<file path="config.mk">
export PLATFORM = sky130hd
export DESIGN_NAME = pdp_queue
export DESIGN_NICKNAME = d
export VERILOG_FILES = /design/src/rtl/pdp_pkg.sv /design/src/rtl/pdp_queue.sv
export SDC_FILE = /design/constraint.sdc
export NUM_CORES = 1
export LEC_CHECK = 0
export BUFFER_PORTS_ARGS = -buffer_cell sky130_fd_sc_hd__clkbuf_2
export CORE_MARGIN = 2
export CORE_UTILIZATION = 49
export CTS_CLUSTER_SIZE = 16
export DETAILED_ROUTE_END_ITERATION = 7
export GPL_ROUTABILITY_DRIVEN = 0
export GPL_TIMING_DRIVEN = 0
export MAX_ROUTING_LAYER = met4
export PLACE_DENSITY_LB_ADDON = 0.05
export SKIP_LAST_GASP = 1
export SLEW_MARGIN = 5
export SYNTH_ARGS = -nofsm -noshare
export SYNTH_HDL_FRONTEND = slang
export SYNTH_SLANG_ARGS = --single-unit
</file>
<file path="constraint.sdc">
create_clock -name clk_i -period 1.7 [get_ports clk_i]
set_clock_uncertainty 0.05 [all_clocks]
set_input_delay 0.34 -clock clk_i [delete_from_list [all_inputs] [get_ports clk_i]]
set_output_delay 0.34 -clock clk_i [all_outputs]
set_load 0.01 [all_outputs]
</file>
<file path="src/rtl/pdp_pkg.sv">
// Shared types, constants and codes for the pad direction and auto-repeat block.
// No dependencies; every other file except pdp_ram imports this package.
`timescale 1ns / 1ps

package pdp_pkg;

  localparam int PDP_PAD_COUNT     = 4;
  localparam int PDP_HISTORY_DEPTH = 32;
  localparam int QUEUE_DEPTH       = 2;

  localparam int WORD_W  = 24;
  localparam int BTN_W   = 16;
  localparam int STICK_W = 8;
  localparam int AGE_W   = 5;
  localparam int THR_W   = 7;
  localparam int DELAY_W = 8;
  localparam int CFG_IDX_W  = 2;
  localparam int CFG_DATA_W = 8;

  localparam logic [WORD_W-1:0] DIR_MASK = 24'hFF0000;
  localparam logic [WORD_W-1:0] BTN_MASK = 24'h00FFFF;

  localparam logic [THR_W-1:0]   THR_RESET   = 7'd30;
  localparam logic [DELAY_W-1:0] FIRST_RESET = 8'd16;
  localparam logic [DELAY_W-1:0] NEXT_RESET  = 8'd8;
  localparam logic [DELAY_W-1:0] COUNT_MAX   = 8'hFF;

  localparam logic [CFG_IDX_W-1:0] REG_STICK_THRESHOLD    = 2'd0;
  localparam logic [CFG_IDX_W-1:0] REG_FIRST_REPEAT_DELAY = 2'd1;
  localparam logic [CFG_IDX_W-1:0] REG_NEXT_REPEAT_DELAY  = 2'd2;

  localparam logic CMD_UPDATE = 1'b0;
  localparam logic CMD_READ   = 1'b1;

  typedef enum logic [1:0] {
    PH_IDLE,
    PH_FIRST,
    PH_REPEAT
  } phase_e;

  typedef enum logic [1:0] {
    OP_NONE,
    OP_WRITE,
    OP_READ
  } op_kind_e;

  typedef struct packed {
    logic [THR_W-1:0]   stick_threshold;
    logic [DELAY_W-1:0] first_repeat_delay;
    logic [DELAY_W-1:0] next_repeat_delay;
  } cfg_t;

  typedef struct packed {
    op_kind_e          kind;
    logic [WORD_W-1:0] cur;
    logic [WORD_W-1:0] prs;
    logic [WORD_W-1:0] hld;
    logic [WORD_W-1:0] rel;
    logic [WORD_W-1:0] mask;
  } op_t;

  localparam int OP_W = $bits(op_t);

endpackage

</file>
<file path="src/rtl/pdp_queue.sv">
// Small FIFO between the front and back parts.
// Depends on pdp_pkg for the queue depth.
`timescale 1ns / 1ps

module pdp_queue
  import pdp_pkg::*;
#(
  parameter int WIDTH = 8
) (
  input  logic             clk_i,
  input  logic             rst_ni,
  input  logic             push_i,
  input  logic [WIDTH-1:0] wdata_i,
  output logic             full_o,
  input  logic             pop_i,
  output logic             valid_o,
  output logic [WIDTH-1:0] rdata_o
);

  localparam int PTR_W = $clog2(QUEUE_DEPTH);
  localparam int CNT_W = $clog2(QUEUE_DEPTH + 1);

  logic [WIDTH-1:0] slot_q [QUEUE_DEPTH];
  logic [PTR_W-1:0] wr_ptr_q, wr_ptr_d;
  logic [PTR_W-1:0] rd_ptr_q, rd_ptr_d;
  logic [CNT_W-1:0] count_q, count_d;

  function automatic logic [PTR_W-1:0] ptr_inc(logic [PTR_W-1:0] p);
    ptr_inc = (32'(p) == QUEUE_DEPTH - 1) ? '0 : p + PTR_W'(1);
  endfunction

  assign full_o  = (32'(count_q) == QUEUE_DEPTH);
  assign valid_o = (count_q != '0);
  assign rdata_o = slot_q[rd_ptr_q];

  always_comb begin
    wr_ptr_d = push_i ? ptr_inc(wr_ptr_q) : wr_ptr_q;
    rd_ptr_d = pop_i ? ptr_inc(rd_ptr_q) : rd_ptr_q;
    count_d  = count_q + CNT_W'(push_i) - CNT_W'(pop_i);
  end

  always_ff @(posedge clk_i or negedge rst_ni) begin
    if (!rst_ni) begin
      wr_ptr_q <= '0;
      rd_ptr_q <= '0;
      count_q  <= '0;
    end else begin
      wr_ptr_q <= wr_ptr_d;
      rd_ptr_q <= rd_ptr_d;
      count_q  <= count_d;
    end
  end

  always_ff @(posedge clk_i) begin
    if (push_i) begin
      slot_q[wr_ptr_q] <= wdata_i;
    end
  end

endmodule

</file>
==> impl_metrics.json, run 1 <==
{
  "status": "finished, final reports clean",
  "max_freq_mhz": 614,
  "diodes": 0,
  "finalCritPeriodShare": 0.958,
  "cp-end-kind": "output port",
  "io_buffers": 21,
  "r2r_cells": 5,
  "postCtsSetupBuffers": 0,
  "start_util": 0.532,
  "cts_tree": "built",
  "seqPwrFrac": 0.478,
  "rr_endpoint": "count_q[1]",
  "n_fill_cell": 113,
  "drv_slew": 0,
  "boundaryPins": 22,
  "vias": 393,
  "design.core.area_um2": 1520,
  "reg2reg_slack_ns": 0.29,
  "whs_ns": 0.180,
  "fin_crit_ns": 1.63,
  "grt_max_degree": 12,
  "insertion_delay_ns": 0.28,
  "critical_path_class": "flop to output port",
  "wl_um": 970,
  "cp.depth": 3,
  "power_leakage_nw": 0.434,
  "max_cap_viol_count": 0,
  "first_global_vias": 373,
  "r2r-start": "count_q[0]",
  "grt_pass1_wl_um": 1520,
  "yosys_warnings": 0,
  "syn_nets": 54,
  "hold_path.class": "primary input to flop",
  "max_slew_margin": 0.524,
  "combPwrFrac": 0.375,
  "power.internal_mw": 1.08,
  "cts-htree-levels": 1,
  "path_max_fanout": 9,
  "rsz0062_at_grt": "false",
  "cts.clk_slew.worst_paths_ns": 0.10,
  "crit_start": "rd_ptr_q",
  "ys_ff_latch": 20,
  "peakVddDrop_v": 0.000823,
  "ys_seq_area_frac": 0.716,
  "design.die.area_um2": 2000,
  "die_height_um": 44.7,
  "die_x_um": 44.7,
  "hold_viol": 0,
  "drc": 0,
  "fin_tns_setup_ns": 0,
  "power.switching_mw": 0.415,
  "crit_chain": "buf_6 > mux2_4 > clkbuf_2",
  "startpoint_type": "flop",
  "track_usage": 0.117,
  "cp_slowest_stage_delay_ns": 0.38,
  "drtPass1Iterations": 4,
  "antenna_left": 0,
  "hold_path_depth": 1,
  "crit_path_end": "rdata_o[5]",
  "nNetsFinal": 81,
  "drt_iter0_markers": 8,
  "num_rows": 14,
  "p_per_area_nw_per_um2": 1540,
  "p_clk_frac": 0.147,
  "worstPathRequired_ns": 1.31,
  "synth_cell_types": 11,
  "cts_root_buffer": "clkbuf_4",
  "antenna_found_initial": 0,
  "hpwl_um": 726,
  "routed_via_density": 4.79,
  "tightest_slew_ns": 0.713,
  "multi_input_comb_area_um2": 211,
  "cts_buffer_depth": 2,
  "setup_viol": 0,
  "drive_above_1_share": 0.515,
  "slowest_stage": "dfrtp_1",
  "arrival_ns": 1.24,
  "cts.sinks": 20,
  "avgSynthCellArea_um2": 20.3,
  "regArea_um2": 581,
  "syn_to_final_growth_pct": 19.9,
  "synthCells": 40,
  "cp_top_family": "flip-flops",
  "synth.cell_area_um2": 811,
  "cp_num_buf_inv": 2,
  "wl_per_cell_um": 11.8,
  "numCtsBuffers": 3,
  "overflow": 0,
  "switching_share": 0.278
}
==> cell type report <==
class                   count  area share
inverters                   2     0.00772
repair buffers             22       0.118
flip-flops and latches     20       0.597
well taps                  16      0.0206
plain buffers               1      0.0116
clock buffers               4      0.0270
multi-input cells          17       0.218
==> state kept, by name, indices dropped and copies added, names as in the netlist <==
| name | flops |
|---|---|
| wr_ptr_q | 1 |
| count_q | 2 |
| rd_ptr_q | 1 |
| slot_q | 16 |
==> stage by stage <==
| step | instances | power (mW) | area [um^2] | setup slack [ns] | util |
|---|---|---|---|---|---|
| after floorplan | 40 | 1.14 | 811 | 0.345 | - |
| after global placement | 77 | 1.29 | 936 | 0.182 | 0.614 |
| after detailed placement | 77 | 1.30 | 936 | 0.179 | 0.614 |
| after CTS | 82 | 1.52 | 972 | 0.0507 | 0.638 |
| after global routing | 82 | 1.58 | 972 | 0.0205 | 0.638 |
| final | 82 | 1.49 | 972 | 0.0709 | 0.638 |
==> cell families after synthesis <==
group | Yosys count | synth area share
buf+inv | 3 | 0.0232
simple gates | 4 | 0.0309
mux | 8 | 0.148
flops | 20 | 0.716
xor+xnor | 3 | 0.0509
fa+ha+maj | 2 | 0.0309
==> repair_timing <==
| action | in CTS | in global routing |
|---|---|---|
| hold endpoints to repair | 4 | 0 |
| resized for setup | 0 | 0 |
| hold buffers | 1 | 0 |
==> synth_stat cells, drive strengths merged <==
cell type / count / area share
or2: 1 / 0.0077
and2: 1 / 0.0077
dfrtp: 4 / 0.12
nor2b: 2 / 0.015
inv: 2 / 0.0093
buf: 1 / 0.014
xor3: 1 / 0.029
edfxtp: 16 / 0.59
ha: 2 / 0.031
mux2: 8 / 0.15
xor2: 2 / 0.022
==> cells in the final DEF, fill, tap and decap left out <==
cell           netlist  layout
clkbuf_2             0      21
edfxtp_1            16      16
mux2_4               8       8
dfrtp_1              4       4
clkbuf_4             0       3
inv_1                2       2
nor2b_1              2       2
xor2_1               2       2
ha_1                 2       2
xor3_1               1       1
buf_6                1       1
or2_2                1       1
and2_1               1       1
clkbuf_1             0       1
dlygate4sd3_1        0       1
==> worst min path at each step <==
stage / from / endpoint
final: wdata_i[5] / slot_q[0][5]
after global routing: wdata_i[7] / slot_q[1][7]
after CTS: wdata_i[5] / slot_q[1][5]
after detailed placement: rst_ni / wr_ptr_q
after global placement: rst_ni / count_q[0]
after floorplan: rst_ni / count_q[0]
==> routing by layer <==
layer	share of wire	vias up	routed length, um	track usage
met1	0.42	180	405	0.129
met4	0.0062	0	6	0.0727
met2	0.52	12	509	0.191
met3	0.049	2	48	0.0245
met5	0	-	0	-
li1	-	199	-	-
==> power groups by stage <==
stage / clock (mW) / sequential [mW] / combinational (mW)
final: 0.219 / 0.714 / 0.560
after global placement: 0 / 0.722 / 0.566
after CTS: 0.228 / 0.715 / 0.573
after global routing: 0.248 / 0.728 / 0.606
after floorplan: 0 / 0.716 / 0.419
after detailed placement: 0 / 0.727 / 0.571
(Power assumes the default switching activity.)
==> run 2, diff against run 1 <==
--- a/config.mk
+++ b/config.mk
@@ -13,7 +13,7 @@
 export GPL_ROUTABILITY_DRIVEN = 0
 export GPL_TIMING_DRIVEN = 0
 export MAX_ROUTING_LAYER = met4
-export PLACE_DENSITY_LB_ADDON = 0.05
+export PLACE_DENSITY = 0.75
 export SKIP_LAST_GASP = 1
 export SLEW_MARGIN = 5
 export SYNTH_ARGS = -nofsm -noshare
==> impl_metrics.json, run 2 (synthesized netlist as in run 1, its figures left out) <==
{
  "syn_to_final_growth_pct": 19.9,
  "die_height_um": 44.7,
  "design.core.area_um2": 1520,
  "wl_um": 1070,
  "startpoint_type": "flop",
  "overflow": 0,
  "vias": 397,
  "crit_start": "rd_ptr_q",
  "setup_ws_ns": 0.0722,
  "boundaryPins": 22,
  "num_rows": 14,
  "cts_resized": 0,
  "power_leakage_nw": 0.434,
  "path_max_fanout": 9,
  "regArea_um2": 581,
  "crit_path_end": "rdata_o[0]",
  "peakVddDrop_v": 0.000955,
  "rr_endpoint": "count_q[1]",
  "r2r_cells": 5,
  "status": "finished, final reports clean",
  "grt_max_degree": 12,
  "multi_input_comb_area_um2": 211,
  "numCtsBuffers": 3,
  "cp_slowest_stage_delay_ns": 0.38,
  "postCtsSetupBuffers": 0,
  "design.die.area_um2": 2000,
  "place_ws_ns": 0.180,
  "diodes": 0,
  "routed_via_density": 4.84,
  "top_register": "slot_q",
  "crit_chain": "buf_6 > mux2_4 > clkbuf_2",
  "drc": 0,
  "nNetsFinal": 81,
  "fin_crit_ns": 1.63,
  "mostFrequentLayoutCell": "clkbuf_2",
  "drtPass1Iterations": 2,
  "die_x_um": 44.7,
  "drt_iter0_markers": 3,
  "n_fill_cell": 116,
  "drv_slew": 0,
  "wl_per_cell_um": 13.0,
  "cts.sinks": 20,
  "cts-htree-levels": 1,
  "cts_root_buffer": "clkbuf_4",
  "cts_buffer_depth": 2,
  "cp-end-kind": "output port",
  "arrival_ns": 1.24,
  "largest_register_ff_count": 16,
  "antenna_left": 0,
  "insertion_delay_ns": 0.27,
  "fin_tns_setup_ns": 0,
  "track_usage": 0.122,
  "grt_pass1_wl_um": 1630,
  "tightest_slew_ns": 0.702,
  "cts.clk_slew.worst_paths_ns": 0.11,
  "setup_viol": 0,
  "r2r-start": "count_q[0]",
  "postCtsHoldBufs": 1,
  "p_per_area_nw_per_um2": 1550,
  "whs_ns": 0.189,
  "slowest_stage": "dfrtp_1",
  "worstPathRequired_ns": 1.31,
  "io_buffers": 21,
  "max_cap_viol_count": 0,
  "critical_path_class": "flop to output port",
  "first_global_vias": 382,
  "max_slew_margin": 0.531,
  "max_freq_mhz": 614,
  "start_util": 0.532,
  "reg2reg_slack_ns": 0.24,
  "drive_above_1_share": 0.515,
  "cts_tree": "built",
  "hold_path.class": "primary input to flop",
  "hold_viol": 0,
  "finalCritPeriodShare": 0.958,
  "antenna_found_initial": 0,
  "rsz0062_at_grt": "false",
  "reg.largest.list": "slot_q (16), count_q (2)",
  "final_cell_mix": "clkbuf_2, edfxtp_1, mux2_4, dfrtp_1, clkbuf_4"
}
==> run 2: cell counts in the layout (fill, tap and decap cells not counted) <==
Identical to the previous run, type by type.
==> run 2: layout make-up <==
type	count	share of cell area
inverter	2	0.00772
clock buffer	4	0.0270
timing repair buffer	22	0.118
multi-input combinational	17	0.218
sequential	20	0.597
tap	16	0.0206
buffer	1	0.0116
==> run 2: per-stage QoR <==
stage	utilization	cells	area [um^2]	total power, mW
after global routing	0.638	82	972	1.59
after detailed placement	0.614	77	936	1.31
after floorplan	-	40	811	1.14
final	0.638	82	972	1.50
after CTS	0.638	82	972	1.53
after global placement	0.614	77	936	1.28
==> run 2: worst min-delay path by stage <==
stage | endpoint | cells after the start | from
6_report | slot_q[0][0] | 1 | wdata_i[0]
5_1_grt | slot_q[0][0] | 1 | wdata_i[0]
4_1_cts | slot_q[0][0] | 1 | wdata_i[0]
3_5_place_dp | count_q[0] | 1 | rst_ni
3_3_place_gp | count_q[1] | 1 | rst_ni
2_1_floorplan | count_q[0] | 0 | rst_ni
==> run 2: critical path: cells and delay by family (launching register included) <==
kind	cells	cell delay, ns
flops	1	0.38
buf+inv	2	0.28
mux	1	0.30
==> run 2: report_power, final <==
group	switching [mW]	internal (mW)
sequential	0.0520	0.667
combinational	0.247	0.320
clock	0.125	0.0908
total	0.425	1.08
==> run 2: metal layers <==
layer / global-route usage / up-vias / wire length, um / share of wire
li1: - / 198 / - / -
met1: 0.133 / 190 / 414 / 0.39
met2: 0.229 / 9 / 605 / 0.57
met3: 0.0367 / 0 / 46 / 0.043
met4: 0 / 0 / 0 / 0
met5: - / - / 0 / 0
==> run 3, diff against run 2 <==
--- a/config.mk
+++ b/config.mk
@@ -11,7 +11,7 @@
 export CTS_CLUSTER_SIZE = 16
 export DETAILED_ROUTE_END_ITERATION = 7
 export GPL_ROUTABILITY_DRIVEN = 0
-export GPL_TIMING_DRIVEN = 0
+export GPL_TIMING_DRIVEN = 1
 export MAX_ROUTING_LAYER = met4
 export PLACE_DENSITY = 0.75
 export SKIP_LAST_GASP = 1
==> impl_metrics.json, run 3 (synthesized netlist as in run 1, its figures left out) <==
{
  "peakVddDrop_v": 0.00108,
  "drtPass1Iterations": 3,
  "cts_buffer_depth": 2,
  "tightest_slew_ns": 0.388,
  "status": "finished, final reports clean",
  "top_register": "slot_q",
  "cts_root_buffer": "clkbuf_4",
  "track_usage": 0.165,
  "cp_top_family": "flip-flops",
  "vias": 432,
  "fin_tns_setup_ns": 0,
  "cts.sinks": 20,
  "antenna_left": 0,
  "io_buffers": 21,
  "grt_max_degree": 13,
  "grt_pass1_wl_um": 2070,
  "place_ws_ns": 0.200,
  "num_rows": 14,
  "mostFrequentLayoutCell": "edfxtp_1",
  "n_fill_cell": 111,
  "routed_via_density": 5.02,
  "numCtsBuffers": 3,
  "drive_above_1_share": 0.571,
  "power_leakage_nw": 0.483,
  "final_util": 0.711,
  "fin_crit_ns": 1.70,
  "design.die.area_um2": 2000,
  "p_per_area_nw_per_um2": 1710,
  "die_x_um": 44.7,
  "design.core.area_um2": 1520,
  "final_cell_mix": "edfxtp_1, clkbuf_2, buf_6, mux2_4",
  "max_slew_margin": 0.741,
  "slowest_stage": "dfrtp_2",
  "antenna_found_initial": 0,
  "nNetsFinal": 85,
  "critical_path_class": "flop to output port",
  "max_freq_mhz": 589,
  "max_cap_viol_count": 0,
  "cp_common_cell": "buf_6",
  "crit_chain": "buf_6 > mux2_4 > buf_6",
  "start_util": 0.532,
  "worstPathRequired_ns": 1.31,
  "cp_num_buf_inv": 2,
  "finalCritPeriodShare": 0.998,
  "drc": 0,
  "cp-end-kind": "output port",
  "path_max_fanout": 5,
  "wl_um": 1250,
  "hold_path.class": "primary input to flop",
  "startpoint_type": "flop",
  "cts_tree": "built",
  "first_global_vias": 462,
  "setup_ws_ns": 0.00283,
  "largest_register_ff_count": 16,
  "overflow": 0,
  "diodes": 0,
  "die_height_um": 44.7,
  "cts.clk_slew.worst_paths_ns": 0.12,
  "insertion_delay_ns": 0.31,
  "hold_viol": 0,
  "arrival_ns": 1.31,
  "boundaryPins": 22,
  "drt_iter0_markers": 6,
  "drv_slew": 0,
  "reg.largest.list": "slot_q (16), count_q (2)",
  "syn_to_final_growth_pct": 33.6,
  "cts-htree-levels": 1,
  "setup_viol": 0,
  "cp_slowest_stage_delay_ns": 0.44,
  "total_power_mw": 1.85,
  "wl_per_cell_um": 14.6,
  "rsz0062_at_grt": "true"
}
[run 3: cell count changes in the layout (fill, tap and decap cells not counted)]
cell	before	now
bufinv_16	0	1
buf_4	0	3
dfrtp_2	0	1
clkbuf_1	1	0
clkbuf_2	21	13
dfrtp_1	4	3
buf_6	1	10
[run 3: layout make-up]
cell class / count / area (um^2) / area share
clock buffers: 3 / 22.5 / 0.0208
clock inverters: 1 / 30.0 / 0.0277
inverters: 2 / 7.51 / 0.00693
multi-input cells: 17 / 211 / 0.195
flip-flops and latches: 20 / 582 / 0.537
well taps: 16 / 20.0 / 0.0185
repair buffers: 27 / 210 / 0.194
[run 3: per-layer routing]
layer  wire, um  GRT usage  share of wire
met5          0          -              0
met4         33      0.109          0.026
met3         44     0.0245          0.035
met2        762      0.293           0.61
met1        414      0.164           0.33
[run 3: report_power, final]
| part | internal (mW) | switching, mW | total, mW |
|---|---|---|---|
| Clock | 0.239 | 0.148 | 0.386 |
| Combinational | 0.461 | 0.274 | 0.735 |
| Sequential | 0.669 | 0.0594 | 0.729 |
| Total | 1.37 | 0.482 | 1.85 |
[run 3: final timing paths]
check	from	endpoint	slack (ns)	cells after the start
worst min-delay path	wdata_i[6]	slot_q[1][6]	0.16	1
worst min register to register	wr_ptr_q	wr_ptr_q	0.46	1
min in group asynchronous	rst_ni	wr_ptr_q	0.33	2
max in group asynchronous	rst_ni	rd_ptr_q	1.13	2
worst max-delay path	rd_ptr_q	rdata_o[1]	0.003	3
worst max register to register	count_q[0]	count_q[1]	0.27	5
[run 3: metrics by stage]
stage                     instance area [um^2]  cells  hold slack [ns]
after floorplan                            811     40         -0.00559
after global placement                     940     78            0.103
after detailed placement                   940     78            0.109
after CTS                                 1020     85            0.157
after global routing                      1080     86            0.167
final                                     1080     86            0.164
[run 3: repair_timing]
action / CTS / global route
endpoints found under the setup margin: 8 / 8
resized for setup: 1 / 20
buffers inserted: 2 / 1
hold buffers: 1 / 0
gates cloned: 0 / 0
hold endpoints to repair: 4 / 0
pin swaps: 0 / 0
