===== src/rtl/pdp_pkg.sv =====
// Shared types, constants and codes for the pad direction and auto-repeat block.
// No dependencies; every other file except pdp_ram imports this package.
`timescale 1ns / 1ps

package pdp_pkg;

  localparam int PDP_PAD_COUNT     = 4;
  localparam int PDP_HISTORY_DEPTH = 32;
  localparam int QUEUE_DEPTH       = 2;

  localparam int WORD_W  = 24;
  localparam int BTN_W   = 16;
  localparam int STICK_W = 8;
  localparam int AGE_W   = 5;
  localparam int THR_W   = 7;
  localparam int DELAY_W = 8;
  localparam int CFG_IDX_W  = 2;
  localparam int CFG_DATA_W = 8;

  localparam logic [WORD_W-1:0] DIR_MASK = 24'hFF0000;
  localparam logic [WORD_W-1:0] BTN_MASK = 24'h00FFFF;

  localparam logic [THR_W-1:0]   THR_RESET   = 7'd30;
  localparam logic [DELAY_W-1:0] FIRST_RESET = 8'd16;
  localparam logic [DELAY_W-1:0] NEXT_RESET  = 8'd8;
  localparam logic [DELAY_W-1:0] COUNT_MAX   = 8'hFF;

  localparam logic [CFG_IDX_W-1:0] REG_STICK_THRESHOLD    = 2'd0;
  localparam logic [CFG_IDX_W-1:0] REG_FIRST_REPEAT_DELAY = 2'd1;
  localparam logic [CFG_IDX_W-1:0] REG_NEXT_REPEAT_DELAY  = 2'd2;

  localparam logic CMD_UPDATE = 1'b0;
  localparam logic CMD_READ   = 1'b1;

  typedef enum logic [1:0] {
    PH_IDLE,
    PH_FIRST,
    PH_REPEAT
  } phase_e;

  typedef enum logic [1:0] {
    OP_NONE,
    OP_WRITE,
    OP_READ
  } op_kind_e;

  typedef struct packed {
    logic [THR_W-1:0]   stick_threshold;
    logic [DELAY_W-1:0] first_repeat_delay;
    logic [DELAY_W-1:0] next_repeat_delay;
  } cfg_t;

  typedef struct packed {
    op_kind_e          kind;
    logic [WORD_W-1:0] cur;
    logic [WORD_W-1:0] prs;
    logic [WORD_W-1:0] hld;
    logic [WORD_W-1:0] rel;
    logic [WORD_W-1:0] mask;
  } op_t;

  localparam int OP_W = $bits(op_t);

endpackage


===== src/rtl/pdp_front.sv =====
// Front part: classifies transactions, forms direction, edge and repeat words,
// keeps per-pad state and emits one history operation. Depends on pdp_pkg.
`timescale 1ns / 1ps

module pdp_front
  import pdp_pkg::*;
#(
  parameter int PAD_COUNT     = PDP_PAD_COUNT,
  parameter int HISTORY_DEPTH = PDP_HISTORY_DEPTH,
  parameter int ADDR_W        = $clog2(PAD_COUNT * HISTORY_DEPTH)
) (
  input  logic               clk_i,
  input  logic               rst_ni,
  input  cfg_t               cfg_i,
  input  logic               accept_i,
  input  logic               command_i,
  input  logic [1:0]         pad_index_i,
  input  logic [BTN_W-1:0]   buttons_i,
  input  logic [STICK_W-1:0] main_x_i,
  input  logic [STICK_W-1:0] main_y_i,
  input  logic [STICK_W-1:0] second_x_i,
  input  logic [STICK_W-1:0] second_y_i,
  input  logic [BTN_W-1:0]   system_held_i,
  input  logic [BTN_W-1:0]   system_pressed_i,
  input  logic [BTN_W-1:0]   system_released_i,
  input  logic [AGE_W-1:0]   history_age_i,
  input  logic [WORD_W-1:0]  query_mask_i,
  output op_t                op_o,
  output logic [ADDR_W-1:0]  addr_o
);

  localparam int PAD_W  = (PAD_COUNT > 1) ? $clog2(PAD_COUNT) : 1;
  localparam int SLOT_W = $clog2(HISTORY_DEPTH);

  logic [WORD_W-1:0]  last_cur_q [PAD_COUNT];
  logic [WORD_W-1:0]  rel_q      [PAD_COUNT];
  logic [SLOT_W-1:0]  newest_q   [PAD_COUNT];
  phase_e             phase_q    [PAD_COUNT];
  logic [DELAY_W-1:0] count_q    [PAD_COUNT];

  logic [WORD_W-1:0]  cur_d, prs_d, hld_d, rel_d;
  logic [SLOT_W-1:0]  newest_d;
  phase_e             phase_d;
  logic [DELAY_W-1:0] count_d;

  logic               pad_ok;
  logic [PAD_W-1:0]   pad_sel;
  logic [WORD_W-1:0]  prev;
  logic [7:0]         dir;
  logic signed [8:0]  thr_pos, thr_neg;
  logic [DELAY_W-1:0] count_inc, delay;
  logic [SLOT_W-1:0]  age_c, read_slot, slot;
  logic               do_update;

  function automatic logic at_or_above(logic [STICK_W-1:0] v, logic signed [8:0] t);
    at_or_above = $signed({v[STICK_W-1], v}) >= t;
  endfunction

  function automatic logic at_or_below(logic [STICK_W-1:0] v, logic signed [8:0] t);
    at_or_below = $signed({v[STICK_W-1], v}) <= t;
  endfunction

  always_comb begin
    pad_ok  = (32'(pad_index_i) < PAD_COUNT);
    pad_sel = PAD_W'(pad_index_i);
    prev    = last_cur_q[pad_sel];

    thr_pos = $signed({2'b00, cfg_i.stick_threshold});
    thr_neg = -thr_pos;
    dir[0]  = at_or_above(main_y_i, thr_pos);
    dir[1]  = at_or_below(main_y_i, thr_neg);
    dir[2]  = at_or_below(main_x_i, thr_neg);
    dir[3]  = at_or_above(main_x_i, thr_pos);
    dir[4]  = at_or_above(second_y_i, thr_pos);
    dir[5]  = at_or_below(second_y_i, thr_neg);
    dir[6]  = at_or_below(second_x_i, thr_neg);
    dir[7]  = at_or_above(second_x_i, thr_pos);

    cur_d = {dir, buttons_i};
    prs_d = {8'h00, system_pressed_i} | (cur_d & ~prev & DIR_MASK);
    rel_d = {8'h00, system_released_i} | (prev & ~cur_d & DIR_MASK);
    hld_d = {8'h00, system_held_i};

    count_inc = (count_q[pad_sel] == COUNT_MAX) ? count_q[pad_sel]
                                                : count_q[pad_sel] + DELAY_W'(1);
    delay     = (phase_q[pad_sel] == PH_FIRST) ? cfg_i.first_repeat_delay
                                               : cfg_i.next_repeat_delay;
    phase_d   = phase_q[pad_sel];
    count_d   = count_inc;

    if (cur_d == '0) begin
      hld_d   = '0;
      phase_d = PH_IDLE;
      count_d = '0;
    end else if (cur_d == prev) begin
      if (count_inc >= delay) begin
        hld_d   = hld_d | (cur_d & DIR_MASK);
        phase_d = PH_REPEAT;
        count_d = '0;
      end
    end else begin
      hld_d   = hld_d | (cur_d & ~prev & DIR_MASK);
      phase_d = PH_FIRST;
      count_d = '0;
    end

    newest_d = (32'(newest_q[pad_sel]) == HISTORY_DEPTH - 1) ? '0
                                                             : newest_q[pad_sel] + SLOT_W'(1);

    age_c = (32'(history_age_i) >= HISTORY_DEPTH) ? SLOT_W'(HISTORY_DEPTH - 1)
                                                   : SLOT_W'(history_age_i);
    if (newest_q[pad_sel] >= age_c) begin
      read_slot = newest_q[pad_sel] - age_c;
    end else begin
      read_slot = SLOT_W'(32'(newest_q[pad_sel]) + HISTORY_DEPTH - 32'(age_c));
    end

    do_update = accept_i && pad_ok && (command_i == CMD_UPDATE);

    op_o.mask = query_mask_i;
    op_o.cur  = '0;
    op_o.prs  = '0;
    op_o.hld  = '0;
    op_o.rel  = '0;
    op_o.kind = OP_NONE;
    slot      = read_slot;
    if (pad_ok) begin
      if (command_i == CMD_UPDATE) begin
        op_o.kind = OP_WRITE;
        op_o.cur  = cur_d;
        op_o.prs  = prs_d;
        op_o.hld  = hld_d;
        op_o.rel  = rel_d;
        slot      = newest_d;
      end else begin
        op_o.kind = OP_READ;
        op_o.rel  = (history_age_i == '0) ? rel_q[pad_sel] : '0;
      end
    end
    addr_o = ADDR_W'(32'(pad_sel) * HISTORY_DEPTH + 32'(slot));
  end

  always_ff @(posedge clk_i or negedge rst_ni) begin
    if (!rst_ni) begin
      for (int p = 0; p < PAD_COUNT; p++) begin
        last_cur_q[p] <= '0;
        rel_q[p]      <= '0;
        newest_q[p]   <= '0;
        phase_q[p]    <= PH_IDLE;
        count_q[p]    <= '0;
      end
    end else if (do_update) begin
      last_cur_q[pad_sel] <= cur_d;
      rel_q[pad_sel]      <= rel_d;
      newest_q[pad_sel]   <= newest_d;
      phase_q[pad_sel]    <= phase_d;
      count_q[pad_sel]    <= count_d;
    end
  end

endmodule


===== config.mk =====
export PLATFORM = sky130hd
export DESIGN_NAME = pdp_front
export DESIGN_NICKNAME = d
export VERILOG_FILES = /design/src/rtl/pdp_pkg.sv /design/src/rtl/pdp_front.sv
export SDC_FILE = /design/constraint.sdc
export NUM_CORES = 1
export LEC_CHECK = 0
export BUFFER_PORTS_ARGS = -buffer_cell sky130_fd_sc_hd__clkbuf_2
export CORE_AREA = 5 5 160 201
export CTS_CLUSTER_DIAMETER = 150
export DETAILED_ROUTE_END_ITERATION = 16
export DIE_AREA = 0 0 165 206
export HOLD_SLACK_MARGIN = 0.08
export PLACE_DENSITY = 0.87
export SKIP_LAST_GASP = 1
export SLEW_MARGIN = 20
export SYNTH_ARGS = -nofsm -noshare
export SYNTH_HDL_FRONTEND = slang
export SYNTH_SLANG_ARGS = --single-unit

===== constraint.sdc =====
create_clock -name clk_i -period 4.4 [get_ports clk_i]
set_clock_uncertainty 0.1 [all_clocks]
set_input_delay 0.22 -clock clk_i [delete_from_list [all_inputs] [get_ports clk_i]]
set_output_delay 0.22 -clock clk_i [all_outputs]
set_load 0.005 [all_outputs]

==> reports/metrics.yaml, run 1 <==
placed_design:
  place_area_sq_um: 16700
  place_hpwl_um: 28700
  place_inst: 2136
  gp_congestion: 0.955
  port_buffers: 234
cells_and_area:
  final_cell_mix: "nand2_1 (488), dfrtp_1 (252), clkbuf_2 (224)"
  num-nets-final: 2046
  final_cells: 2233
  drive_above_1_share_pct: 29.7
  nFillCells: 2282
  final_common_cell: "nand2_1"
  finish.instance_area_sq_um: 18500
  area_delta_synth_final_pct: 22.6
routing:
  vias_per_cell: 5.78
  ant_nets: 0
  drt_iter0_drc: 1166
  num_vias: 12900
  drt-pass1-iter-count: 5
  routedWlPerCell_um: 19.3
  drcViolationCount: 0
  drt_wl_total_um: 43100
global_routing:
  grt_pass1_vias: 13700
  grt_use_total_pct: 24.9
  grt_antenna_before_repair: 2
  overflow: 0
  grt_start_max_net_pins: 114
  grt_pass1_wl_um: 68500
hold_path:
  min_delay_path_depth: 4
  min_from: "accept_i"
  min_path_type: "input pin to flop"
  whs_endpoint: "rel_q[11]"
die:
  rows: 71
  dieHeight_um: 206
  start_util_pct: 50.6
  ioPinCount: 283
  coreArea_sq_um: 29800
  fp.dieArea_sq_um: 34000
  fp.dieW_um: 165
clock_tree:
  cts_tree: "yes"
  cts-root-buf: "clkbuf_16"
  cts_buffer_depth: 3
  cts_max_level: 1
  numCtsBuffers: 25
  clkSlewWorstSetupHoldPaths_ps: 60
  clkLatencyLatePin_ps: 530
  clock-sinks: 252
logic_synthesis:
  synth_area_per_cell_sq_um: 9.71
  synth.area.top_cells: "dfrtp_1 (42%), nand2_1 (12%), mux4_2 (9.1%)"
  synth_area_leader_cell: "dfrtp_1"
  synth.distinct_cells: 73
  syn_area_sq_um: 15100
  synth.top_cell.area_share_pct: 41.8
  ys_async_sr_fraction_pct: 100
  postSynthCellCount: 1554
  ys.flop_type: "dfrtp_1"
  synth_warnings: 0
  synth_edf_count: 0
  synthesis.nets: 1789
  synth_seq_cells: 252
  ys_seq_area_share_pct: 41.8
sta:
  rsz0062_at_grt: "yes"
  post-route-period-util_pct: 102
  worst_slew_pin_slew_ps: 1040
  final-setup-viol-count: 4
  hold_viol: 0
  slew_viol_final: 0
  max_slew_margin_pct: 30.3
  fin_ws_ps: -92.9
  fin_crit_ps: 4490
  max_freq_mhz: 223
power_and_ir_drop:
  power_density_nw_per_um2: 375
  p_seq_share_pct: 42.2
  swShare_pct: 29.0
  p_comb_share_pct: 24.2
  power.switching_mw: 2.01
  leakagePower_nw: 9.14
  irDropWorstVdd_mv: 0.362
  clkPwrFrac_pct: 33.6
  p_int_mw: 4.93
critical_path:
  crit_type: "input pin to output port"
  reg2reg_setup_slack_ps: 510
  critPathLaunchType: "input pin"
  cp_num_buf_inv: 7
  arrival_ps: 4170
  cp_cell_sequence: "clkbuf_16 -> clkinv_8 -> ha_4 -> or4b_4 -> buf_12 -> buf_6 -> nor2_4 -> xnor3_1 -> or4_4 -> a31oi_4 -> inv_2 -> ha_4 -> nand4_1 -> nor2_1 -> nand4_1 -> or3b_4 -> buf_6 -> o31a_1 -> nor3_2 -> buf_2"
  r2r_start: "count_q[0]"
  crit_required_ps: 4080
  cp_slowest_stage_delay_ps: 540
  crit_fanout: 5
  path_delay_family: "simple AND/OR/NAND/NOR gates"
  rr_endpoint: "count_q[12]"
  end_kind: "output port"
  ff2ff_path_depth: 16
  slowest_stage: "or4_4"
run_status:
  violations: "negative setup slack"
  status: "complete, but fails checks"
run:
  maxCapViolCount: 0
-- final cells by class --
type	instances	area (sq um)	share of cell area (%)
Timing Repair Buffer	352	2300	12.4
Sequential cell	252	6310	34.1
Multi-Input combinational cell	1111	8200	44.3
Antenna cell	2	5.00	0.0271
Inverter	69	277	1.49
Clock buffer	36	747	4.04
Clock inverter	10	160	0.866
Tap cell	401	502	2.71
-- sequential cells by signal (all words and copies together), names as in the netlist --
register	count
last_cur_q	96
count_q	32
newest_q	20
phase_q	8
rel_q	96
-- layer usage --
layer,track usage (%),wire (um),up-vias
li1,-,-,5824
met3,2.87,2870,117
met1,30.0,16000,6387
met4,10.3,1640,0
met5,0,0,-
met2,44.8,22600,584
-- worst reg2reg max path: stages, from the launching register on --
cell and delay (ps):
dfrtp_1 380, mux4_2 540, ha_4 200, nand2_1 80
nor2_1 100, nand3_4 140, mux2i_4 280, inv_1 70
ha_1 290, a21o_1 150, a21o_1 170, a211oi_1 220
o21a_1 210, nor2_2 120, a311o_1 320, buf_12 180
o31ai_1 230
-- per-stage QoR --
| step | utilization, % | power (mW) | TNS (ps) | setup WS, ps | hold WS, ps |
|---|---|---|---|---|---|
| after detailed placement | 56.0 | 4.54 | -6250 | -255 | 239 |
| after CTS | 61.2 | 6.92 | -607 | -107 | 171 |
| final | 62.0 | 6.93 | -327 | -92.9 | 190 |
| after global placement | 56.0 | 4.42 | -305 | -57.4 | 223 |
| after global routing | 62.0 | 7.26 | -1700 | -278 | 216 |
| after floorplan | - | 3.96 | 0 | 5.51 | -176 |
-- kinds of logic after synthesis --
family | synth area share [%]
AND/OR/NAND/NOR | 19.8
flip-flops | 41.8
AO/OA/AOI/OAI | 9.72
buffers and inverters | 6.13
multiplexers | 13.2
adder cells (fa/ha/maj) | 6.83
XOR/XNOR | 2.45
-- timing repair --
action,CTS,global route
gates resized for setup,43,30
endpoints found under the setup margin,8,8
buffers inserted,9,8
hold buffers,33,0
pin swaps,28,24
hold endpoints to repair,239,0
-- synth_stat cells (all sizes together) (24+ instances only) --
| library cell | n |
|---|---|
| nand2 | 491 |
| dfrtp | 252 |
| ha | 80 |
| inv | 69 |
| o21ai | 63 |
| clkbuf | 62 |
| mux4 | 61 |
| buf | 60 |
| mux2 | 44 |
| nor2b | 42 |
| o31ai | 40 |
| nor2 | 29 |
| o2bb2ai | 24 |
-- worst max path at each step --
stage	from	end	slack, ps	cells after the start
finish	cfg_i[16]	op_o[70]	-90	20
global route	cfg_i[17]	op_o[65]	-280	22
CTS	cfg_i[17]	op_o[66]	-110	22
detailed placement	cfg_i[16]	op_o[67]	-250	22
global placement	cfg_i[16]	op_o[69]	-60	20
floorplan	cfg_i[17]	op_o[66]	6	21
-- power groups by stage --
stage / clock [mW] / sequential [mW] / combinational [mW]
after floorplan: 0 / 2.88 / 1.08
after global placement: 0 / 2.91 / 1.50
after detailed placement: 0 / 2.95 / 1.58
after CTS: 2.35 / 2.92 / 1.65
after global routing: 2.44 / 2.96 / 1.85
final: 2.33 / 2.92 / 1.68
(Power assumes the default switching activity.)
==> run 2, diff against run 1 <==
Settings changed: ABC_AREA set to 1, CORE_AREA 5 5 160 201 to 5 5 146 183, DIE_AREA 0 0 165 206 to 0 0 151 188, PLACE_DENSITY 0.87 to 0.95.
Clock period 4.4 ns to 5.3 ns, I/O delays scaled along.
==> run 2 against run 1 <==
  * Clock-buffer cell count rose by 4
  * The run now ends clean
  * Design area is 6.3% lower
  * First-iteration DRC count rose by 56%
  * Critical endpoint is now op_o[65]
  * Global-route usage grew 8.2 points
  * Cell count is 11% higher
  * Worst hold slack better by 89 ps
  * Largest cell class unchanged
==> reports/metrics.yaml, run 2 <==
sta:
  max_slew_margin_pct: 35.2
  max_freq_mhz: 197
  rsz0062_at_grt: "no"
  setup-tns-final_ps: 0
  final-setup-viol-count: 0
  post-route-period-util_pct: 96.0
  slew_viol_final: 0
  fin_crit_ps: 5090
  hold_viol: 0
  worst_slew_pin_slew_ps: 973
logic_synthesis:
  synth_area_leader_cell: "dfrtp_1"
  yosys.cell_count.top_type: "nand2_1"
  synth_area_per_cell_sq_um: 7.70
  synth.top_cell.area_share_pct: 42.2
  synth_edf_count: 0
  synth.distinct_cells: 48
  ys_seq_area_share_pct: 42.2
  ys.flop_type: "dfrtp_1"
  ys_async_sr_fraction_pct: 100
  synth_seq_cells: 252
  synth_common_cells: "nand2_1 (533), dfrtp_1 (252), o21ai_0 (237), inv_1 (212), nor2_1 (122)"
  synth_warnings: 0
  synth.area.top_cells: "dfrtp_1 (42%), nand2_1 (13%), o21ai_0 (7.9%)"
  postSynthCellCount: 1940
  synthesis.nets: 2175
  syn_area_sq_um: 14900
critical_path:
  crit_type: "input pin to output port"
  critPathLaunchType: "input pin"
  crit_required_ps: 4930
  reg2reg_setup_slack_ps: 1020
  endpoint: "op_o[65]"
  r2r_start: "count_q[24]"
  crit_fanout: 41
  end_kind: "output port"
  arrival_ps: 4720
  ff2ff_path_depth: 21
  startpoint: "pad_index_i[1]"
  rr_endpoint: "count_q[20]"
cells_and_area:
  num-nets-final: 2371
  fin_util_pct: 69.7
  final_common_cell: "nand2_1"
  finish.instance_area_sq_um: 17300
  final_cells: 2488
  reg_top3: "last_cur_q x96, rel_q x96, count_q x32"
  final_cell_mix: "nand2_1 (533), dfrtp_1 (252), o21ai_0 (237)"
  drive_above_1_share_pct: 15.9
  seq_area_sq_um: 6310
  area_delta_synth_final_pct: 16.1
  multiInputGateArea_sq_um: 7200
  nFillCells: 1768
die:
  ioPinCount: 283
  rows: 65
  fp.dieArea_sq_um: 28400
  dieHeight_um: 188
  start_util_pct: 60.0
  fp.dieW_um: 151
  coreArea_sq_um: 24900
run:
  maxCapViolCount: 0
power_and_ir_drop:
  leakagePower_nw: 9.20
  swShare_pct: 30.8
  power_mw: 5.53
  power.switching_mw: 1.70
  clkPwrFrac_pct: 33.6
  irDropWorstVdd_mv: 0.235
  p_comb_share_pct: 22.4
  power_density_nw_per_um2: 319
  p_int_mw: 3.83
  p_seq_share_pct: 44.0
routing:
  num_vias: 15400
  drt_iter0_drc: 1820
  drt_wl_total_um: 47700
  routedWlPerCell_um: 19.2
  vias_per_cell: 6.17
  drt-pass1-iter-count: 7
  drcViolationCount: 0
  ant_nets: 0
global_routing:
  grt_pass1_wl_um: 76300
  grt_use_met2_pct: 54.3
  grt_busiest_layer: "met2"
  grt_antenna_before_repair: 1
  grt_use_total_pct: 33.0
  met3_usage_pct: 7.66
  grt_start_max_net_pins: 136
  grt_pass1_vias: 15600
  met1_usage_pct: 38.8
  overflow: 0
clock_tree:
  cts_setup_buffers: 0
  clock-sinks: 252
  cts-root-buf: "clkbuf_16"
  cts_tree: "yes"
  clkSlewWorstSetupHoldPaths_ps: 60
  clkLatencyLatePin_ps: 530
  cts_buffer_depth: 3
  cts_max_level: 1
  numCtsBuffers: 26
hold_path:
  min_path_type: "input pin to asynchronous set/reset pin"
placed_design:
  port_buffers: 234
  place_area_sq_um: 16100
  place_hpwl_um: 30500
  place_inst: 2410
  gp_congestion: 0.997
run_status:
  status: "finished clean"
[run 2: changes by cell type after synthesis, sizes merged, moves of 21 or more]
| cell | before | now |
|---|---|---|
| o31ai | 40 | 0 |
| a22oi | 0 | 40 |
| a221oi | 1 | 28 |
| mux4 | 61 | 0 |
| nand2 | 491 | 537 |
| inv | 69 | 220 |
| o22ai | 0 | 52 |
| mux2 | 44 | 1 |
| nor2b | 42 | 0 |
| o21ai | 63 | 237 |
| xnor2 | 23 | 2 |
| nor2 | 29 | 138 |
| nand3 | 12 | 97 |
| o2bb2ai | 24 | 0 |
[run 2: timing repair]
action / in CTS / in global routing
endpoints found under the hold margin: 234 / 0
setup endpoints to repair: 0 / 7
resized for setup: 0 / 2
hold buffers: 33 / 0
[run 2: metal layers]
layer | vias up | wire length, um
met3 | 299 | 5500
met5 | - | 0
li1 | 6761 | -
met1 | 7127 | 16200
met4 | 0 | 3200
met2 | 1170 | 22800
[run 2: final cells by class]
cell class / instances / area share, %
clock inverters: 4 / 0.260
clock buffers: 40 / 4.76
well taps: 335 / 2.42
diodes: 1 / 0.0144
flip-flops and latches: 252 / 36.4
multi-input cells: 1345 / 41.6
repair buffers: 289 / 9.82
inverters: 222 / 4.81
[run 2: how the worst min path moves through the flow]
stage | endpoint | slack, ps
final | rel_q[15] | 280
after global routing | last_cur_q[47] | 340
after CTS | last_cur_q[47] | 250
after detailed placement | rel_q[39] | 300
after global placement | rel_q[39] | 290
after floorplan | count_q[0] | -130
[run 2: cell families after synthesis]
family | after synthesis | synth area share [%]
AOI/OAI and AO/OA | 417 | 16.4
xor gates and xnor gates | 15 | 0.880
adders and majority gates | 81 | 6.84
buffers and inverters | 343 | 9.74
DFF | 252 | 42.2
muxes | 9 | 0.612
and+or+nand+nor | 823 | 23.3
[run 2: power by group through the flow]
stage	combinational (mW)	sequential (mW)	clock, mW
5_1_grt	1.38	2.46	1.94
3_3_place_gp	1.09	2.42	0
4_1_cts	1.21	2.42	1.86
3_5_place_dp	1.16	2.44	0
6_report	1.24	2.43	1.86
2_1_floorplan	0.779	2.40	0
[run 2: worst max-delay path, cell delays in order]
cell	delay [ps]
clkbuf_2	120
inv_1	130
nand2_2	280
inv_2	360
buf_12	320
a22oi_1	120
nand3_1	190
nand2_1	80
nor2_1	210
nand2_1	240
nand2_1	120
nand2_1	60
inv_1	70
ha_1	240
a21oi_1	140
o21ai_0	110
nand2_1	100
o211ai_1	80
a21oi_1	760
nand2_1	290
nand3_1	210
nor2_1	50
clkbuf_2	130
[run 2: per-stage QoR]
stage,hold slack [ps],setup WS (ps)
finish,280,213
floorplan,-131,1530
detailed placement,302,493
global route,341,66.6
global placement,286,753
CTS,252,401
